**src/waitrim_pkg.sv**
```systemverilog
// Shared types, constants and helper functions for the windowed alignment
// identity trimmer. No dependencies; used by waitrim_div and the top level.
package waitrim_pkg;

   localparam int POS_BITS_DEF = 24;

   localparam int FIELD_W = 24;
   localparam int CNT_W   = 24;
   localparam int SUM_W   = 48;
   localparam int ID_W    = 17;
   localparam int WS_W    = 10;
   localparam int COV_W   = 7;
   localparam int SPAN_W  = 26;

   localparam logic [CNT_W-1:0] CNT_MAX = {CNT_W{1'b1}};
   localparam logic [SUM_W-1:0] SUM_MAX = {SUM_W{1'b1}};
   localparam logic [ID_W-1:0]  Q_ONE   = 17'd65536;
   localparam logic [COV_W-1:0] COV_MAX = 7'd100;

   localparam logic [WS_W-1:0] WINDOW_SIZE_RESET  = 10'd30;
   localparam logic [ID_W-1:0] MIN_IDENTITY_RESET = 17'd52429;

   // Register indexes on the csr port.
   localparam logic CSR_WINDOW_SIZE  = 1'b0;
   localparam logic CSR_MIN_IDENTITY = 1'b1;

   // Transaction actions and edit operations.
   localparam logic [1:0] ACT_START = 2'd0;
   localparam logic [1:0] ACT_OP    = 2'd1;
   localparam logic [1:0] ACT_END   = 2'd2;

   localparam logic [1:0] OP_MATCH  = 2'd0;
   localparam logic [1:0] OP_INSERT = 2'd1;
   localparam logic [1:0] OP_DELETE = 2'd2;
   localparam logic [1:0] OP_SUBST  = 2'd3;

   // Shared divider geometry: dividend is left aligned, nbits steps are run.
   localparam int DIV_DW = 48;
   localparam int DIV_SW = 26;
   localparam int DIV_CW = 6;

   localparam logic [DIV_CW-1:0] NB_PHASE = DIV_CW'(24);
   localparam logic [DIV_CW-1:0] NB_IDEN  = DIV_CW'(40);
   localparam logic [DIV_CW-1:0] NB_MEAN  = DIV_CW'(48);
   localparam logic [DIV_CW-1:0] NB_COV   = DIV_CW'(31);

   typedef struct packed {
      logic              start;
      logic [DIV_DW-1:0] dividend;
      logic [DIV_SW-1:0] divisor;
      logic [DIV_CW-1:0] nbits;
   } div_req_type;

   typedef struct packed {
      logic              busy;
      logic              done;
      logic [DIV_DW-1:0] quotient;
      logic [DIV_SW-1:0] remainder;
   } div_rsp_type;

   function automatic logic [CNT_W-1:0] sat_inc(input logic [CNT_W-1:0] v);
      return (v == CNT_MAX) ? CNT_MAX : v + CNT_W'(1);
   endfunction

   function automatic logic [CNT_W-1:0] sat_add_cnt(input logic [CNT_W-1:0] a,
                                                    input logic [CNT_W-1:0] b);
      logic [CNT_W:0] s;
      s = {1'b0, a} + {1'b0, b};
      return s[CNT_W] ? CNT_MAX : s[CNT_W-1:0];
   endfunction

   function automatic logic [SUM_W-1:0] sat_add_sum(input logic [SUM_W-1:0] a,
                                                    input logic [SUM_W-1:0] b);
      logic [SUM_W:0] s;
      s = {1'b0, a} + {1'b0, b};
      return s[SUM_W] ? SUM_MAX : s[SUM_W-1:0];
   endfunction

endpackage

```
**src/waitrim_div.sv**
```systemverilog
// Restoring radix-2 divider, one quotient bit per cycle, shared by every
// division of the trimmer. Depends on waitrim_pkg.
module waitrim_div import waitrim_pkg::*; (
   input  logic        clock,
   input  logic        reset,
   input  div_req_type div_req,
   output div_rsp_type div_rsp
);

   logic              busy_ff, busy_in;
   logic              done_ff, done_in;
   logic [DIV_CW-1:0] cnt_ff, cnt_in;
   logic [DIV_DW-1:0] dvd_ff;
   logic [DIV_SW-1:0] dsr_ff;
   logic [DIV_SW-1:0] rem_ff;
   logic [DIV_DW-1:0] quo_ff;

   logic [DIV_SW:0] trial;
   logic [DIV_SW:0] diff;
   logic            fits;

   assign trial = {rem_ff, dvd_ff[DIV_DW-1]};
   assign diff  = trial - {1'b0, dsr_ff};
   assign fits  = (trial >= {1'b0, dsr_ff});

   always_comb begin
      busy_in = busy_ff;
      done_in = 1'b0;
      cnt_in  = cnt_ff;
      if (div_req.start) begin
         busy_in = 1'b1;
         cnt_in  = div_req.nbits;
      end else if (busy_ff) begin
         cnt_in = cnt_ff - DIV_CW'(1);
         if (cnt_ff == DIV_CW'(1)) begin
            busy_in = 1'b0;
            done_in = 1'b1;
         end
      end
   end

   always_ff @(posedge clock) begin
      if (reset) begin
         busy_ff <= 1'b0;
         done_ff <= 1'b0;
         cnt_ff  <= '0;
      end else begin
         busy_ff <= busy_in;
         done_ff <= done_in;
         cnt_ff  <= cnt_in;
      end
   end

   always_ff @(posedge clock) begin
      if (div_req.start) begin
         dvd_ff <= div_req.dividend;
         dsr_ff <= div_req.divisor;
         rem_ff <= '0;
         quo_ff <= '0;
      end else if (busy_ff) begin
         dvd_ff <= {dvd_ff[DIV_DW-2:0], 1'b0};
         rem_ff <= fits ? diff[DIV_SW-1:0] : trial[DIV_SW-1:0];
         quo_ff <= {quo_ff[DIV_DW-2:0], fits};
      end
   end

   assign div_rsp.busy      = busy_ff;
   assign div_rsp.done      = done_ff;
   assign div_rsp.quotient  = quo_ff;
   assign div_rsp.remainder = rem_ff;

endmodule

```
**src/windowed_alignment_identity_trim_top.sv**
```systemverilog
// Top level of the windowed alignment identity trimmer: window bookkeeping,
// sequencer and result register. Depends on waitrim_pkg and waitrim_div.
//
// Usage: one alignment is a start transaction (target start, query length),
// a stream of operation transactions (match, insertion, deletion,
// substitution) and an end transaction, which produces one result on the
// rsp channel. Both channels use valid/stall; csr writes window_size
// (index 0) and min_identity (index 1) and is always ready.
// Sequencing: an operation that does not close a window needs no division.
// A start runs the shared divider for the window phase (24 quotient bits).
// An operation that closes a window runs a 40-bit division for the window
// identity, plus a merge step (S_KEEP) when a good window is merged.
// An end closes the last window if one is open, then runs the 48-bit mean
// division and the 31-bit coverage division when a good window was found.
// All divisions go through the single serial divider; req_stall is high
// while a transaction is in work.
// A finished result waits in the output register; when the receiver stalls
// rsp, the block keeps taking start and operation transactions and only
// holds a following end transaction before its result register load.
// Reset (synchronous, active high) clears positions, counts and sums and
// restores window_size 30 and min_identity 0.8.
module windowed_alignment_identity_trim_top import waitrim_pkg::*; #(
   parameter int POS_BITS = POS_BITS_DEF
) (
   input  logic                clock,
   input  logic                reset,
   input  logic                req_valid,
   output logic                req_stall,
   input  logic [1:0]          req_action,
   input  logic [1:0]          req_op_code,
   input  logic [FIELD_W-1:0]  req_target_start,
   input  logic [FIELD_W-1:0]  req_query_length,
   output logic                rsp_valid,
   input  logic                rsp_stall,
   output logic                rsp_found,
   output logic [FIELD_W-1:0]  rsp_trim_target_start,
   output logic [FIELD_W-1:0]  rsp_trim_target_stop,
   output logic [FIELD_W-1:0]  rsp_trim_query_start,
   output logic [FIELD_W-1:0]  rsp_trim_query_stop,
   output logic [ID_W-1:0]     rsp_mean_identity,
   output logic [COV_W-1:0]    rsp_query_coverage,
   input  logic                csr_valid,
   output logic                csr_ready,
   input  logic                csr_index,
   input  logic [ID_W-1:0]     csr_wdata
);

   localparam logic [3:0] S_IDLE       = 4'd0;
   localparam logic [3:0] S_PHASE      = 4'd1;
   localparam logic [3:0] S_CLOSE      = 4'd2;
   localparam logic [3:0] S_CLOSE_WAIT = 4'd3;
   localparam logic [3:0] S_KEEP       = 4'd4;
   localparam logic [3:0] S_MEAN       = 4'd5;
   localparam logic [3:0] S_MEAN_WAIT  = 4'd6;
   localparam logic [3:0] S_COV        = 4'd7;
   localparam logic [3:0] S_COV_WAIT   = 4'd8;
   localparam logic [3:0] S_OUT        = 4'd9;

   // Positions are reported through their low field bits.
   function automatic logic [FIELD_W-1:0] pos_field(input logic [POS_BITS-1:0] v);
      logic [31:0] ext;
      ext = 32'(v);
      return ext[FIELD_W-1:0];
   endfunction

   logic [3:0]          state_ff, state_in;
   logic                end_pend_ff, end_pend_in;
   logic [WS_W-1:0]     window_size_ff;
   logic [ID_W-1:0]     min_identity_ff;

   logic [POS_BITS-1:0] query_pos_ff, query_pos_in;
   logic [POS_BITS-1:0] target_pos_ff, target_pos_in;
   logic [WS_W-1:0]     target_phase_ff, target_phase_in;
   logic [CNT_W-1:0]    match_cnt_ff, match_cnt_in;
   logic [CNT_W-1:0]    insert_cnt_ff, insert_cnt_in;
   logic [CNT_W-1:0]    delete_cnt_ff, delete_cnt_in;
   logic [CNT_W-1:0]    subst_cnt_ff, subst_cnt_in;
   logic                seen_good_ff, seen_good_in;
   logic [FIELD_W-1:0]  first_t_ff, first_t_in;
   logic [FIELD_W-1:0]  first_q_ff, first_q_in;
   logic [FIELD_W-1:0]  last_t_ff, last_t_in;
   logic [FIELD_W-1:0]  last_q_ff, last_q_in;
   logic [SUM_W-1:0]    pend_sum_ff, pend_sum_in;
   logic [CNT_W-1:0]    pend_cnt_ff, pend_cnt_in;
   logic [SUM_W-1:0]    kept_sum_ff, kept_sum_in;
   logic [CNT_W-1:0]    kept_cnt_ff, kept_cnt_in;
   logic [FIELD_W-1:0]  held_qlen_ff, held_qlen_in;
   logic [FIELD_W-1:0]  span_ff, span_in;
   logic [ID_W-1:0]     mean_ff, mean_in;
   logic [COV_W-1:0]    cov_ff, cov_in;

   logic                rsp_valid_ff, rsp_valid_in;
   logic                rsp_load;
   logic                rsp_found_ff;
   logic [FIELD_W-1:0]  rsp_tstart_ff, rsp_tstop_ff, rsp_qstart_ff, rsp_qstop_ff;
   logic [ID_W-1:0]     rsp_mean_ff;
   logic [COV_W-1:0]    rsp_cov_ff;

   div_req_type div_req;
   div_rsp_type div_rsp;

   logic                req_take;
   logic                out_free;
   logic [WS_W-1:0]     win_eff;
   logic [WS_W:0]       phase_inc;
   logic [SPAN_W-1:0]   d_aln, d_tgt, d_qry;
   logic [POS_BITS-1:0] win_tstart, win_qstart;
   logic [ID_W-1:0]     iden;
   logic                good;
   logic [30:0]         cov_prod;
   logic [CNT_W-1:0]    m_nx, i_nx, d_nx, s_nx;

   waitrim_div u_div (
      .clock   (clock),
      .reset   (reset),
      .div_req (div_req),
      .div_rsp (div_rsp)
   );

   assign req_stall = (state_ff != S_IDLE);
   assign req_take  = req_valid && !req_stall;
   assign out_free  = !rsp_valid_ff || !rsp_stall;
   assign csr_ready = 1'b1;

   assign win_eff   = (window_size_ff == '0) ? WS_W'(1) : window_size_ff;
   assign phase_inc = {1'b0, target_phase_ff} + (WS_W+1)'(1);

   assign d_aln = {2'b0, match_cnt_ff} + {2'b0, insert_cnt_ff}
                + {2'b0, delete_cnt_ff} + {2'b0, subst_cnt_ff};
   assign d_tgt = {2'b0, match_cnt_ff} + {2'b0, delete_cnt_ff} + {2'b0, subst_cnt_ff};
   assign d_qry = {2'b0, match_cnt_ff} + {2'b0, insert_cnt_ff} + {2'b0, subst_cnt_ff};
   assign win_tstart = target_pos_ff - POS_BITS'(d_tgt);
   assign win_qstart = query_pos_ff - POS_BITS'(d_qry);

   // The identity quotient never exceeds one, so its low bits are exact, and
   // floor(identity) >= threshold is the same test as m*65536 >= thr*aln.
   assign iden = div_rsp.quotient[ID_W-1:0];
   assign good = (iden >= min_identity_ff);

   assign cov_prod = ({7'b0, span_ff} << 6) + ({7'b0, span_ff} << 5)
                   + ({7'b0, span_ff} << 2);

   always_comb begin
      state_in        = state_ff;
      end_pend_in     = end_pend_ff;
      query_pos_in    = query_pos_ff;
      target_pos_in   = target_pos_ff;
      target_phase_in = target_phase_ff;
      match_cnt_in    = match_cnt_ff;
      insert_cnt_in   = insert_cnt_ff;
      delete_cnt_in   = delete_cnt_ff;
      subst_cnt_in    = subst_cnt_ff;
      seen_good_in    = seen_good_ff;
      first_t_in      = first_t_ff;
      first_q_in      = first_q_ff;
      last_t_in       = last_t_ff;
      last_q_in       = last_q_ff;
      pend_sum_in     = pend_sum_ff;
      pend_cnt_in     = pend_cnt_ff;
      kept_sum_in     = kept_sum_ff;
      kept_cnt_in     = kept_cnt_ff;
      held_qlen_in    = held_qlen_ff;
      span_in         = span_ff;
      mean_in         = mean_ff;
      cov_in          = cov_ff;
      rsp_load        = 1'b0;
      m_nx            = match_cnt_ff;
      i_nx            = insert_cnt_ff;
      d_nx            = delete_cnt_ff;
      s_nx            = subst_cnt_ff;
      div_req         = '{start: 1'b0, dividend: '0, divisor: '0, nbits: '0};

      case (state_ff)
         S_IDLE: begin
            if (req_take) begin
               case (req_action)
                  ACT_START: begin
                     target_pos_in = POS_BITS'(req_target_start);
                     query_pos_in  = '0;
                     held_qlen_in  = req_query_length;
                     match_cnt_in  = '0;
                     insert_cnt_in = '0;
                     delete_cnt_in = '0;
                     subst_cnt_in  = '0;
                     seen_good_in  = 1'b0;
                     first_t_in    = '0;
                     first_q_in    = '0;
                     last_t_in     = '0;
                     last_q_in     = '0;
                     pend_sum_in   = '0;
                     pend_cnt_in   = '0;
                     kept_sum_in   = '0;
                     kept_cnt_in   = '0;
                     div_req.start    = 1'b1;
                     div_req.dividend = {req_target_start, {(DIV_DW-FIELD_W){1'b0}}};
                     div_req.divisor  = DIV_SW'(win_eff);
                     div_req.nbits    = NB_PHASE;
                     state_in = S_PHASE;
                  end
                  ACT_OP: begin
                     case (req_op_code)
                        OP_MATCH:  m_nx = sat_inc(match_cnt_ff);
                        OP_INSERT: i_nx = sat_inc(insert_cnt_ff);
                        OP_DELETE: d_nx = sat_inc(delete_cnt_ff);
                        default:   s_nx = sat_inc(subst_cnt_ff);
                     endcase
                     match_cnt_in  = m_nx;
                     insert_cnt_in = i_nx;
                     delete_cnt_in = d_nx;
                     subst_cnt_in  = s_nx;
                     if (req_op_code != OP_DELETE) begin
                        query_pos_in = query_pos_ff + POS_BITS'(1);
                     end
                     if (req_op_code != OP_INSERT) begin
                        target_pos_in = target_pos_ff + POS_BITS'(1);
                        target_phase_in = (phase_inc >= {1'b0, win_eff}) ? '0
                                        : phase_inc[WS_W-1:0];
                     end
                     if (target_phase_in == '0 && (m_nx | d_nx | s_nx) != '0) begin
                        end_pend_in = 1'b0;
                        state_in    = S_CLOSE;
                     end
                  end
                  ACT_END: begin
                     end_pend_in = 1'b1;
                     if ((match_cnt_ff | delete_cnt_ff | subst_cnt_ff) != '0) begin
                        state_in = S_CLOSE;
                     end else begin
                        state_in = S_MEAN;
                     end
                  end
                  default: begin
                  end
               endcase
            end
         end
         S_PHASE: begin
            if (div_rsp.done) begin
               target_phase_in = div_rsp.remainder[WS_W-1:0];
               state_in = S_IDLE;
            end
         end
         S_CLOSE: begin
            div_req.start    = 1'b1;
            div_req.dividend = {match_cnt_ff, {(DIV_DW-CNT_W){1'b0}}};
            div_req.divisor  = d_aln;
            div_req.nbits    = NB_IDEN;
            state_in = S_CLOSE_WAIT;
         end
         S_CLOSE_WAIT: begin
            if (div_rsp.done) begin
               match_cnt_in  = '0;
               insert_cnt_in = '0;
               delete_cnt_in = '0;
               subst_cnt_in  = '0;
               state_in = end_pend_ff ? S_MEAN : S_IDLE;
               if (good) begin
                  last_t_in = pos_field(target_pos_ff);
                  last_q_in = pos_field(query_pos_ff);
               end
               if (good && !seen_good_ff) begin
                  seen_good_in = 1'b1;
                  first_t_in   = pos_field(win_tstart);
                  first_q_in   = pos_field(win_qstart);
                  kept_sum_in  = SUM_W'(iden);
                  kept_cnt_in  = CNT_W'(1);
                  pend_sum_in  = '0;
                  pend_cnt_in  = '0;
               end else if (seen_good_ff) begin
                  // A good window folds this window and the bad ones before it
                  // into the kept totals on the next cycle.
                  pend_sum_in = sat_add_sum(pend_sum_ff, SUM_W'(iden));
                  pend_cnt_in = sat_inc(pend_cnt_ff);
                  if (good) begin
                     state_in = S_KEEP;
                  end
               end
            end
         end
         S_KEEP: begin
            kept_sum_in = sat_add_sum(kept_sum_ff, pend_sum_ff);
            kept_cnt_in = sat_add_cnt(kept_cnt_ff, pend_cnt_ff);
            pend_sum_in = '0;
            pend_cnt_in = '0;
            state_in = end_pend_ff ? S_MEAN : S_IDLE;
         end
         S_MEAN: begin
            span_in = (last_q_ff >= first_q_ff) ? last_q_ff - first_q_ff
                                                : first_q_ff - last_q_ff;
            if (seen_good_ff && kept_cnt_ff != '0) begin
               div_req.start    = 1'b1;
               div_req.dividend = kept_sum_ff;
               div_req.divisor  = DIV_SW'(kept_cnt_ff);
               div_req.nbits    = NB_MEAN;
               state_in = S_MEAN_WAIT;
            end else begin
               mean_in  = '0;
               state_in = S_COV;
            end
         end
         S_MEAN_WAIT: begin
            if (div_rsp.done) begin
               mean_in = (div_rsp.quotient > DIV_DW'(Q_ONE)) ? Q_ONE
                       : div_rsp.quotient[ID_W-1:0];
               state_in = S_COV;
            end
         end
         S_COV: begin
            if (seen_good_ff && held_qlen_ff != '0) begin
               div_req.start    = 1'b1;
               div_req.dividend = {cov_prod, {(DIV_DW-31){1'b0}}};
               div_req.divisor  = DIV_SW'(held_qlen_ff);
               div_req.nbits    = NB_COV;
               state_in = S_COV_WAIT;
            end else begin
               cov_in   = '0;
               state_in = S_OUT;
            end
         end
         S_COV_WAIT: begin
            if (div_rsp.done) begin
               cov_in = (div_rsp.quotient > DIV_DW'(COV_MAX)) ? COV_MAX
                      : div_rsp.quotient[COV_W-1:0];
               state_in = S_OUT;
            end
         end
         S_OUT: begin
            if (out_free) begin
               rsp_load      = 1'b1;
               match_cnt_in  = '0;
               insert_cnt_in = '0;
               delete_cnt_in = '0;
               subst_cnt_in  = '0;
               seen_good_in  = 1'b0;
               first_t_in    = '0;
               first_q_in    = '0;
               last_t_in     = '0;
               last_q_in     = '0;
               pend_sum_in   = '0;
               pend_cnt_in   = '0;
               kept_sum_in   = '0;
               kept_cnt_in   = '0;
               end_pend_in   = 1'b0;
               state_in      = S_IDLE;
            end
         end
         default: begin
            state_in = S_IDLE;
         end
      endcase
   end

   assign rsp_valid_in = rsp_load || (rsp_valid_ff && rsp_stall);

   always_ff @(posedge clock) begin
      if (reset) begin
         state_ff        <= S_IDLE;
         end_pend_ff     <= 1'b0;
         window_size_ff  <= WINDOW_SIZE_RESET;
         min_identity_ff <= MIN_IDENTITY_RESET;
         query_pos_ff    <= '0;
         target_pos_ff   <= '0;
         target_phase_ff <= '0;
         match_cnt_ff    <= '0;
         insert_cnt_ff   <= '0;
         delete_cnt_ff   <= '0;
         subst_cnt_ff    <= '0;
         seen_good_ff    <= 1'b0;
         first_t_ff      <= '0;
         first_q_ff      <= '0;
         last_t_ff       <= '0;
         last_q_ff       <= '0;
         pend_sum_ff     <= '0;
         pend_cnt_ff     <= '0;
         kept_sum_ff     <= '0;
         kept_cnt_ff     <= '0;
         held_qlen_ff    <= '0;
         rsp_valid_ff    <= 1'b0;
      end else begin
         state_ff        <= state_in;
         end_pend_ff     <= end_pend_in;
         query_pos_ff    <= query_pos_in;
         target_pos_ff   <= target_pos_in;
         target_phase_ff <= target_phase_in;
         match_cnt_ff    <= match_cnt_in;
         insert_cnt_ff   <= insert_cnt_in;
         delete_cnt_ff   <= delete_cnt_in;
         subst_cnt_ff    <= subst_cnt_in;
         seen_good_ff    <= seen_good_in;
         first_t_ff      <= first_t_in;
         first_q_ff      <= first_q_in;
         last_t_ff       <= last_t_in;
         last_q_ff       <= last_q_in;
         pend_sum_ff     <= pend_sum_in;
         pend_cnt_ff     <= pend_cnt_in;
         kept_sum_ff     <= kept_sum_in;
         kept_cnt_ff     <= kept_cnt_in;
         held_qlen_ff    <= held_qlen_in;
         rsp_valid_ff    <= rsp_valid_in;
         if (csr_valid && csr_ready) begin
            case (csr_index)
               CSR_WINDOW_SIZE:  window_size_ff  <= csr_wdata[WS_W-1:0];
               CSR_MIN_IDENTITY: min_identity_ff <= csr_wdata;
               default: begin
               end
            endcase
         end
      end
   end

   // Working values and the result payload need no reset.
   always_ff @(posedge clock) begin
      span_ff <= span_in;
      mean_ff <= mean_in;
      cov_ff  <= cov_in;
      if (rsp_load) begin
         rsp_found_ff  <= seen_good_ff;
         rsp_tstart_ff <= seen_good_ff ? first_t_ff : '0;
         rsp_tstop_ff  <= seen_good_ff ? last_t_ff : '0;
         rsp_qstart_ff <= seen_good_ff ? first_q_ff : '0;
         rsp_qstop_ff  <= seen_good_ff ? last_q_ff : '0;
         rsp_mean_ff   <= mean_ff;
         rsp_cov_ff    <= cov_ff;
      end
   end

   assign rsp_valid             = rsp_valid_ff;
   assign rsp_found             = rsp_found_ff;
   assign rsp_trim_target_start = rsp_tstart_ff;
   assign rsp_trim_target_stop  = rsp_tstop_ff;
   assign rsp_trim_query_start  = rsp_qstart_ff;
   assign rsp_trim_query_stop   = rsp_qstop_ff;
   assign rsp_mean_identity     = rsp_mean_ff;
   assign rsp_query_coverage    = rsp_cov_ff;

   a_div_start_idle: assert property (@(posedge clock) disable iff (reset)
      div_req.start |-> !div_rsp.busy)
      else $error("divider restarted while busy");

   a_rsp_from_out: assert property (@(posedge clock) disable iff (reset)
      $rose(rsp_valid) |-> $past(state_ff == S_OUT))
      else $error("result raised outside the output step");

   a_rsp_range: assert property (@(posedge clock) disable iff (reset)
      rsp_valid |-> (rsp_mean_identity <= Q_ONE && rsp_query_coverage <= COV_MAX))
      else $error("result field out of range");

   a_clear_after_end: assert property (@(posedge clock) disable iff (reset)
      (state_ff == S_OUT && out_free) |=> (!seen_good_ff && kept_cnt_ff == '0
                                           && state_ff == S_IDLE))
      else $error("alignment totals not cleared after end transaction");

endmodule
```
**config.mk**
```make
export PLATFORM = sky130hd
export DESIGN_NAME = windowed_alignment_identity_trim_top
export DESIGN_NICKNAME = d
export VERILOG_FILES = /design/src/waitrim_pkg.sv /design/src/waitrim_div.sv /design/src/windowed_alignment_identity_trim_top.sv
export SDC_FILE = /design/constraint.sdc
export NUM_CORES = 2
export LEC_CHECK = 0
export ABC_AREA = 1
export BUFFER_PORTS_ARGS = -buffer_cell sky130_fd_sc_hd__clkbuf_2
export CAP_MARGIN = 20
export CORE_MARGIN = 2
export CORE_UTILIZATION = 58
export DETAILED_ROUTE_END_ITERATION = 16
export PLACE_DENSITY_LB_ADDON = 0.15
export SLEW_MARGIN = 20
export SYNTH_ARGS = -nofsm -noshare
export SYNTH_HDL_FRONTEND = slang
export SYNTH_HIERARCHICAL = 1
export SYNTH_SLANG_ARGS = --single-unit
```
**constraint.sdc**
```tcl
create_clock -name clock -period 6.3 [get_ports clock]
set_input_delay 0.945 -clock clock [delete_from_list [all_inputs] [get_ports clock]]
set_output_delay 0.945 -clock clock [all_outputs]
set_load 0.01 [all_outputs]
```
# After elaboration in Yosys (flattened, before gate mapping)
# Cells that the tools add are included.
totals:
  word_cells: 296
  register_bits: 777
  output_inout_bits: 124
  inputBits: 75
op_classes:
  add_sub_neg: 25
  n_eq_ne: 41
  bitwise_logic: 6
  reduce_logical: 48
  muxes: 131
  magnitude_cmp: 6
op_table:
  columns: ["cell", "n"]
  rows:
  - ["$mux W24", 43]
  - ["$mux W48", 12]
  - ["$pmux W24 S3", 8]
  - ["$pmux W48 S4", 2]
  - ["$mux W81", 4]
  - ["$pmux W81 S4", 1]
  - ["$pmux W24 S2", 6]
  - ["$pmux W24 S4", 2]
  - ["$add A24 B1 Y24 const B", 7]
  - ["$eq A24 B24 Y1 const B", 5]
  - ["$or A24 B24 Y24", 4]
  - ["$reduce_bool A24 Y1", 4]
  - ["$sub A24 B24 Y24", 4]
  - ["$mux W10", 9]
  - ["$add A24 B24 Y24", 3]
  - ["$mux W17", 3]
  - ["$add A24 B24 Y25", 2]
  - ["$add A48 B17 Y49", 1]
  - ["$add A48 B48 Y49", 1]
  - ["$gt A48 B17 Y1 const B", 1]
  - ["$gt A48 B7 Y1 const B", 1]
  - ["$pmux W4 S10", 1]
  - ["$pmux W17 S2", 1]
  - ["$add A30 B29 Y31", 1]
  - ["51 further kinds", 131]

# Logic depth before layout (Yosys ltp)
depth:
  word_depth: 14
  mapped_depth: 26
  ltp_nobuf: 26

# Modules after synthesis
# The synthesis kept the hierarchy.
modules_own_cells:
  columns: ["mod", "area_per_inst_um2", "cells_per_inst", "seq_area_each_um2", "instances"]
  rows:
  - ["windowed_alignment_identity_trim_top", 46583.4, 6626, 14123.5, 1]
  - ["waitrim_div", 8051.5, 1051, 3863.7, 1]

# Least setup slack after synthesis
# Ideal clock, no wire load.
synth_timing:
  path_type: "input to register"
  startpoint: "input rsp_stall"
  endpoint: "register rsp_found_ff (netlist: rsp_found) (enable)"
  setup_time_ps: 603
  path_stages: 3
  n_path_buf: 0
  arrival_time_ps: 6067
  path_slack_ps: -370
  required_ps: 5697
  path_cell_list: "nand2_1 inv_1 nor2_1"
synth_between:
  elab_chain_len: 4
synth_rtl:
  columns: ["element", "line", "source"]
  rows:
  - ["from (decl)", "windowed_alignment_identity_trim_top.sv:34", "input logic rsp_stall,"]
  - ["$logic_not A1 Y1", "windowed_alignment_identity_trim_top.sv:122", "assign out_free = !rsp_valid_ff || !rsp_stall;"]
  - ["$logic_or A1 B1 Y1", "windowed_alignment_identity_trim_top.sv:122", null]
  - ["$mux W1", "windowed_alignment_identity_trim_top.sv:328", "if (out_free) begin"]
  - ["$mux W1", "windowed_alignment_identity_trim_top.sv:173", "case (state_ff)"]
  - ["via rsp_load", "windowed_alignment_identity_trim_top.sv:93", "logic rsp_load;"]
  - ["to (signal assigned)", "windowed_alignment_identity_trim_top.sv:417", "rsp_found_ff <= seen_good_ff;"]
  - ["to (decl)", "windowed_alignment_identity_trim_top.sv:94", "logic rsp_found_ff;"]
# The timed path passes the listed nets, and every way through them passes these cells.
# A chain may end at the register's enable or synchronous reset.

==> reports/metrics.cfg <==
[global_route]
number_of_antenna_violations_at_the_first_check_in_global_routing = 7
grt_util_met3_pct = 7.751
global_route.usage.met1_pct = 54.07
gr-usage-met2_pct = 57.99
grt-ovfl-total = 0
vias_in_the_first_global_route = 49740
grt_pass1_wl_microns = 293000
grt_start_max_net_pins = 137
global_routing_usage_summed_across_all_routing_layers_pct = 38.85
globalRoute.busiestLayer = met2

[power_and_ir_drop]
internal_uw = 10680
power-per-cell-area_nw_per_um2 = 287.9
clock_power_share_pct = 33.0
power.combinational.fraction_pct = 32.0
sw_frac_of_total_pct = 37.96
share_seq_of_total_power_pct = 34.9
static-leakage-power_uw = 0.02615
net-switching-power_uw = 6535
ir_worst_vdd_v = 0.0002426

[critical_path]
worst_setup_path_start_kind = register
slowest_stage = sky130_fd_sc_hd__xnor2_1
worst_path_largest_cell_delay_ps = 580
critPathRequiredTime_ps = 6720
path_max_fanout = 9
timing_worst_setup_path_type = register to register
setup_slack_on_the_worst_flop_to_flop_path_ps = 720
cp-end-kind = register
worst_ep_arrival_time_ps = 6000

[sta]
final_min_period_over_clock_period_pct = 88.62
fin_max_slew_vios = 0
final-hold-violation-count = 0
fmax_achieved_ghz = 0.1791
finClkSkew_ps = 43.27
relSlewSlack_pct = 24.92
layout_min_cycle_time_ps = 5583
timing.final.setup_violations = 0
tightest_slew_ps = 1126
rsz0062_at_grt = false
tns_ps = 0

[detailed_routing]
detail-route-antenna-nets = 0
vias = 54040
detail_route.drc_violations = 0
drt_first_iter_violations = 6357
drt-vias-per-instance = 5.950
wl_per_cell_microns = 21.24
drt-total-wl_microns = 192900
drt_pass1_iterations = 8

[floorplanning]
starting_density_pct = 58.53
dieHeight_microns = 310.9
area_of_the_die_sq_um = 96660
floorplan.core_area_sq_um = 93330
site_row_count = 112
pin_count = 199
die_x_microns = 310.9

[cells_and_area]
design.final.nets = 8277
final_layout_fill_cell_count = 8519
utilization_of_the_core_after_routing_pct = 64.07
areaGrowthSynthToFinish_pct = 9.466
layout-drive-gt1-share_pct = 6.658

[clocking]
clkLatencyLatePin_ps = 720
cts_tree = yes
clock_edge_transition_at_the_registers_on_the_reported_setup_and_hold_paths_ps = 70
cts_buffers = 88
cts_repair_resize_count = 0
cts-root-to-sink-buffers = 3
cts_root_buffer = sky130_fd_sc_hd__clkbuf_16
postCtsSetupRepairBufs = 0
tritoncts_num_sinks = 777
count_of_hold_fix_buffers_inserted_at_cts = 0
htree_depth = 3

[yosys]
synth.net_count = 8203
synthesis.instances = 7676
synth.yosys.warnings = 6
mean_instance_size_in_the_synthesized_netlist_sq_um = 7.117
post_synthesis_cell_area_sq_um = 54630

[hold_path]
hold_class = register to register

[run]
drv.max_cap_violation_count = 0

[outcome]
run_status = completed

[placed_design]
io_buffer_count = 197
finalWeightedCongestion = 1.054
hpwlAfterDp_microns = 149200

routing by layer:
layer / routed length [microns] / up-vias
met4: 9876 / 8
met2: 81430 / 2624
met5: 50 / -
met1: 81470 / 25320
li1: - / 25610
met3: 20060 / 476
path summary, 6_finish.rpt:
| path | start | to | cells past startpoint |
|---|---|---|---|
| setup / recovery | match_cnt_ff[0] | u_div/dsr_ff[23] | 25 |
| hold / removal | mean_ff[10] | rsp_mean_identity[10] | 0 |
| setup reg to reg | match_cnt_ff[0] | u_div/dsr_ff[23] | 25 |
| hold reg to reg | mean_ff[10] | rsp_mean_identity[10] | 0 |
through the flow:
step | instances | worst slack [ps] | hold slack, ps | cell area (sq um) | total power, uW
floorplan | 7676 | 1003 | 400.3 | 54630 | 9841
global placement | 8911 | 989.6 | 401.4 | 56490 | 11360
detailed placement | 8911 | 939.5 | 404.5 | 56490 | 11450
CTS | 9076 | 866.8 | 418.5 | 59700 | 17110
global route | 9079 | 427.1 | 426.2 | 59790 | 18020
finish | 9082 | 717.2 | 416.3 | 59800 | 17220
cell type report:
cell class              instances  area (sq um)  share of cell area (%)
repair buffers                243          1419                   2.373
clock inverters                46         725.7                   1.214
multi-input cells            5601         31700                   53.01
diodes                          3         7.507                 0.01255
clock buffers                 119          2485                   4.155
inverters                    1039          3904                   6.528
flip-flops and latches        777         17990                   30.09
well taps                    1254          1569                   2.624
worst max-delay path: cells and delay by family, from the launching register on:
kind | cells | cell delay [ps]
and+or+nand+nor | 13 | 1560
adders and majority gates | 4 | 1490
AOI/OAI and AO/OA | 5 | 1010
xor gates and xnor gates | 1 | 580
DFF | 1 | 430
buffers and inverters | 2 | 180
registers in the layout (all words and copies together) (netlist names), 26 cells and up:
register / cells
u_div/rem_ff: 26
u_div/quo_ff: 48
pend_sum_ff: 48
kept_sum_ff: 48
u_div/dsr_ff: 26
u_div/dvd_ff: 48
layout by cell type (no fill, tap or decap), types with 28 or more instances in the layout:
master	instances
sky130_fd_sc_hd__clkbuf_2	196
sky130_fd_sc_hd__fa_1	122
sky130_fd_sc_hd__dfxtp_1	533
sky130_fd_sc_hd__edfxtp_1	243
sky130_fd_sc_hd__o21ai_0	465
sky130_fd_sc_hd__a22oi_1	28
sky130_fd_sc_hd__xor2_1	149
sky130_fd_sc_hd__a21oi_1	748
sky130_fd_sc_hd__nor4_1	50
sky130_fd_sc_hd__o22ai_1	51
sky130_fd_sc_hd__clkbuf_16	90
sky130_fd_sc_hd__xnor2_1	90
sky130_fd_sc_hd__o211ai_1	58
sky130_fd_sc_hd__buf_4	41
sky130_fd_sc_hd__ha_1	329
sky130_fd_sc_hd__nor3_1	107
sky130_fd_sc_hd__a211oi_1	41
sky130_fd_sc_hd__nand2_1	1884
sky130_fd_sc_hd__nand3_1	393
sky130_fd_sc_hd__nand4_1	129
sky130_fd_sc_hd__nor2_1	616
sky130_fd_sc_hd__inv_1	1018
power by group through the flow:
stage	Combinational [uW]	Clock [uW]	Sequential (uW)
finish	5520	5680	6010
global route	6050	5920	6050
CTS	5380	5720	6010
detailed placement	5340	0	6110
global placement	5260	0	6100
floorplan	3790	0	6050
Power figures use the tool's default switching activity.
